File: src/rtl/core/sas_pkg.sv
package sas_pkg;

  localparam int unsigned ELEM_W = 64;

  // Key interpretation codes for element_kind
  localparam logic KIND_INT    = 1'b0;
  localparam logic KIND_DOUBLE = 1'b1;

  localparam logic [31:0]       INT_SIGN = 32'h8000_0000;
  localparam logic [ELEM_W-1:0] DBL_SIGN = 64'h8000_0000_0000_0000;
  localparam logic [10:0]       EXP_ONES = 11'h7FF;

  typedef struct packed {
    logic [ELEM_W-1:0] element_bits;
    logic              final_element;
  } sas_in_t;

  typedef struct packed {
    logic [ELEM_W-1:0] sorted_bits;
    logic              last_result;
    logic              overflowed;
  } sas_out_t;

  // Broadcast from the controller to every cell
  typedef struct packed {
    logic adv;
    logic element_kind;
  } sas_ctrl_t;

  // True when a must move right of b; a NaN on either side never swaps,
  // and the two zeros compare equal.
  function automatic logic key_greater(logic kind, logic [ELEM_W-1:0] a,
                                       logic [ELEM_W-1:0] b);
    logic [31:0]       ia;
    logic [31:0]       ib;
    logic [ELEM_W-1:0] ka;
    logic [ELEM_W-1:0] kb;
    logic              nan_a;
    logic              nan_b;
    logic              zeros;
    logic              r;
    ia    = a[31:0] ^ INT_SIGN;
    ib    = b[31:0] ^ INT_SIGN;
    nan_a = (a[62:52] == EXP_ONES) && (a[51:0] != 52'd0);
    nan_b = (b[62:52] == EXP_ONES) && (b[51:0] != 52'd0);
    zeros = (a[62:0] == 63'd0) && (b[62:0] == 63'd0);
    ka    = a[63] ? ~a : (a ^ DBL_SIGN);
    kb    = b[63] ? ~b : (b ^ DBL_SIGN);
    if (kind == KIND_DOUBLE) begin
      r = !nan_a && !nan_b && !zeros && (ka > kb);
    end else begin
      r = ia > ib;
    end
    return r;
  endfunction

endpackage

File: src/rtl/core/sas_cell.sv
module sas_cell #(
  parameter int unsigned CAPACITY = 16,
  parameter int unsigned IDX      = 0
) (
  input  logic                          clk_i,
  input  logic                          rst_ni,
  input  sas_pkg::sas_ctrl_t            ctrl_i,
  input  logic [$clog2(CAPACITY+1)-1:0] n_i,
  input  logic                          in_v_i,
  input  logic [sas_pkg::ELEM_W-1:0]    in_d_i,
  input  logic [$clog2(CAPACITY)-1:0]   in_p_i,
  output logic                          out_v_o,
  output logic [sas_pkg::ELEM_W-1:0]    out_d_o,
  output logic [$clog2(CAPACITY)-1:0]   out_p_o
);

  localparam int unsigned PW   = $clog2(CAPACITY);
  localparam int unsigned CNTW = $clog2(CAPACITY+1);

  logic [sas_pkg::ELEM_W-1:0] c_q, c_d;
  logic                       cv_q, cv_d;
  logic                       end_q, end_d;
  logic                       ov_q, ov_d;
  logic [sas_pkg::ELEM_W-1:0] od_q, od_d;
  logic [PW-1:0]              op_q, op_d;
  logic                       cmp_en;
  logic                       swap;

  // This pass compares only the pairs left of its settled tail
  assign cmp_en = ((CNTW+1)'(in_p_i) + (CNTW+1)'(IDX + 1)) <= (CNTW+1)'(n_i);
  assign swap   = cmp_en && sas_pkg::key_greater(ctrl_i.element_kind, c_q, in_d_i);

  // One step of a bubble pass: keep the larger, pass the other on
  always_comb begin
    c_d   = c_q;
    cv_d  = cv_q;
    end_d = end_q;
    ov_d  = 1'b0;
    od_d  = od_q;
    op_d  = op_q;
    if (in_v_i) begin
      end_d = (CNTW'(in_p_i) == (n_i - CNTW'(1)));
      cv_d  = 1'b1;
      if (cv_q) begin
        ov_d = 1'b1;
        od_d = swap ? in_d_i : c_q;
        c_d  = swap ? c_q : in_d_i;
        op_d = in_p_i - PW'(1);
      end else begin
        c_d = in_d_i;
      end
    end else if (cv_q && end_q) begin
      // flush the carried element after the last one went by
      ov_d  = 1'b1;
      od_d  = c_q;
      op_d  = PW'(n_i - CNTW'(1));
      cv_d  = 1'b0;
      end_d = 1'b0;
    end
  end

  always_ff @(posedge clk_i or negedge rst_ni) begin
    if (!rst_ni) begin
      cv_q  <= 1'b0;
      end_q <= 1'b0;
      ov_q  <= 1'b0;
    end else if (ctrl_i.adv) begin
      cv_q  <= cv_d;
      end_q <= end_d;
      ov_q  <= ov_d;
    end
  end

  always_ff @(posedge clk_i) begin
    if (ctrl_i.adv) begin
      c_q  <= c_d;
      od_q <= od_d;
      op_q <= op_d;
    end
  end

  assign out_v_o = ov_q;
  assign out_d_o = od_q;
  assign out_p_o = op_q;

endmodule

File: config.mk
export PLATFORM = sky130hd
export DESIGN_NAME = sas_cell
export DESIGN_NICKNAME = d
export VERILOG_FILES = /design/src/rtl/core/sas_pkg.sv /design/src/rtl/core/sas_cell.sv
export SDC_FILE = /design/constraint.sdc
export NUM_CORES = 1
export LEC_CHECK = 0
export BUFFER_PORTS_ARGS = -buffer_cell sky130_fd_sc_hd__buf_2
export CAP_MARGIN = 20
export CORE_MARGIN = 8
export CORE_UTILIZATION = 50
export CTS_CLUSTER_SIZE = 20
export DETAILED_ROUTE_END_ITERATION = 6
export GPL_TIMING_DRIVEN = 1
export PLACE_DENSITY = 0.81
export SYNTH_ARGS = -nofsm -noshare
export SYNTH_HDL_FRONTEND = slang
export SYNTH_SLANG_ARGS = --single-unit
File: constraint.sdc
create_clock -name clk_i -period 8.9 [get_ports clk_i]
set_clock_uncertainty 0.1 [all_clocks]
set_input_delay 1.78 -clock clk_i [delete_from_list [all_inputs] [get_ports clk_i]]
set_output_delay 1.78 -clock clk_i [all_outputs]
set_load 0.02 [all_outputs]
==> results.md <==
* Final period util at 0.688
* Nets@finish at around 1100
* Pre-Repair DR Iteration Count at 5
* Clk pin slew, worst setup/hold paths at 0.06 ns
* Final setup fails at 0
* Root Driver: clkbuf_16
* Setup Total Neg Slack at 0 ns
* Slowest stage delay, CP at between 0.7 and 0.8 ns
* Die X-Extent at 150 µm
* Post-synth ARST share at 0.0222
* Data arrival time of the worst path at 6.08 ns
* Antenna violations before repair at 0
* Rows at 49
* Placed cell count at 1098
* Hold WC Path Type: register to register
* Pin count of the biggest net entering global routing at 70
* Cell taking the most area after synthesis: edfxtp_1
* EDFF count, synth at ~130
* Area contributors post-synth: edfxtp_1 (44%), ha_1 (15%), mux2_2 (7.2%), xnor2_1 (6.9%), xor2_1 (6.4%)
* Share of cells above drive strength 1 at 0.269
* Yosys reg bits at 135
* First-pass GRT wire length at 35.6 mm
* CTS buffer count at 17
* Initial Utilization at 0.503
* Area delta synth->final at 17.6%
* Final Hold Fails at 0
* Placer Congestion at a little under 0.9
* Min Tclk post-route at between 6 and 7 ns
* Post-CTS Resized at 0
* Syn Inst Count at 738
* Critical Path End Type: register
* DR DRC count at 0
* Slowest cell on crit path: a211oi_4
* Clk buf depth at 2
* Seq/Total Area, Yosys at 0.453
* Status: finished clean
* CTS Sinks at 135
* Worst-skew pair later-pin latency at 0.43 ns
* Vias per inst at about 5.8
* Net Count, Synth at between 900 and 1000
* Cell Pwr Density at between 150 and 200 mW/mm²
* Vias in the first global route at 6905
* Layout fillers at 1417
* Crit-path leading delay family: buffers and inverters
* Setup Buffers After CTS at 0
* Initial drt markers at 419
* Worst path most repeated cell: buf_4
* Routed Wire Length at 22.3 mm
* N_diodes at 0
* Share of the synthesized area in the top cell type at 0.444
* Slew headroom at 0.323
* CP bufs+invs at 3
* TritonCTS clock tree: built
* Max VDD drop at ~0.14 mV
* Hold slack final at 0.387 ns
* Cell with the most instances after synthesis: edfxtp_1
* Hold buffers post-CTS at 0
* Setup Crit Path Kind: input pin to register
* Syn avg cell area at 12.1 µm²
* Least-Margin Pin Slew at 1.02 ns
* Worst path depth at 13
* Worst path cell trace: buf_4 > buf_4 > xnor2_1 > ha_1 > nand4_1 > nor4_1 > and3_1 > nand3_1 > o21ai_0 > a211o_1 > a21oi_1 > a211oi_4 > buf_4
* FMAX at 163 MHz
* # port buffers at 146
* Netlist cell types at 42
* Vias at 6514
* Top-Level Pins at about 150
* Synth top cells by count: edfxtp_1 (132), ha_1 (104), xnor2_1 (70), xor2_1 (65), mux2_2 (57)
* Synth Flop Type: edfxtp_1
* H-Tree Depth at 4
* Yosys Warn Count at 0
* Hold Crit Depth at 1
* Die H at between 100 and 150 µm
* Final cell count without fillers at 1129
* Slew Limit Fails at 0
* Maximum fanout along the worst path at 49
* Total track usage at 0.205
* R2R cell count at 12
* Number of max-cap violations at 0
* Data required, critical path at around 9 ns
* Post-detailed-route count of antenna-violating nets at 0
* Die area at between 0.02 and 0.025 mm²
* Mapped Area at about 0.0089 mm²
* CP Launch Type: input pin
* RSZ-0062 raised after global routing: false
* Core Region at around 0.018 mm²
* GR Overflow Total at 0
* Leak at between 4 and 5 nW
* Detailed Place HPWL at 16.7 mm
* WL per Instance at approximately 20 µm
==> stage by stage <==
stage,total power [W],util,setup WS (ns),area [µm²]
floorplan,0.00106,-,1.32,8920
global placement,0.00116,0.558,2.53,9880
detailed placement,0.00118,0.558,2.37,9880
CTS,0.00191,0.592,2.78,10500
global route,0.00198,0.592,2.41,10500
finish,0.00190,0.592,2.77,10500
==> layout by cell type (no fill, tap or decap), drive strengths merged, types with 18 or more instances in the layout <==
cell type / Yosys / routed
a21oi: 37 / 37
inv: 45 / 46
xnor2: 70 / 70
ha: 104 / 104
nor4: 36 / 36
o21ai: 18 / 18
nand2: 24 / 24
mux2: 64 / 64
xor2: 65 / 65
edfxtp: 132 / 132
buf: 12 / 153
nand4: 30 / 30
nand3: 18 / 18
==> state kept, by name (all words and copies together), names as in the netlist <==
signal / count
cv_q: 1
out_v_o: 1
c_q: 64
end_q: 1
out_d_o: 64
out_p_o: 4
==> cells by family (layout without fill, tap and decap cells) <==
kind of cell,Yosys count,count (layout),share of synthesized area
buffers and inverters,67,229,0.0332
AOI/OAI and AO/OA,93,93,0.0662
and+or+nand+nor,136,136,0.0840
muxes,68,68,0.0853
xor gates and xnor gates,135,135,0.133
adders and majority gates,104,104,0.146
DFF,135,135,0.453
==> power by group <==
part	total (W)	internal, W	switching (W)
Clock	0.000736	0.000464	0.000272
Sequential	0.000778	0.000751	0.0000262
Combinational	0.000390	0.000166	0.000224
Total	0.00190	0.00138	0.000522
==> final cells by class <==
cell class / instances / area [µm²] / area share
multi-input cells: 536 / 4600 / 0.439
clock buffers: 17 / 425 / 0.0405
flip-flops and latches: 135 / 4040 / 0.385
repair buffers: 153 / 786 / 0.0749
inverters: 45 / 169 / 0.0161
well taps: 229 / 287 / 0.0273
clock inverters: 14 / 183 / 0.0174
==> layer usage <==
metal | track usage | up-vias | wire length (µm)
li1 | - | 3080 | -
met2 | 0.332 | 233 | 10600
met1 | 0.249 | 3160 | 9310
met4 | 0.0974 | 0 | 659
met5 | 0 | - | 0
met3 | 0.0568 | 41 | 1790
==> path summary, 6_finish.rpt <==
| check | from | end | slack (ns) |
|---|---|---|---|
| min | out_v_o$_DFFE_PN0P_ | out_v_o$_DFFE_PN0P_ | 0.39 |
| max reg2reg | c_q[63]$_DFFE_PP_ | c_q[21]$_DFFE_PP_ | 3.98 |
| min reg2reg | out_v_o$_DFFE_PN0P_ | out_v_o$_DFFE_PN0P_ | 0.39 |
| min in group asynchronous | rst_ni | out_v_o$_DFFE_PN0P_ | 1.04 |
| max | in_d_i[63] | c_q[21]$_DFFE_PP_ | 2.77 |
| max in group asynchronous | rst_ni | cv_q$_DFFE_PN0P_ | 7.56 |
Power figures use the tool's default switching activity.
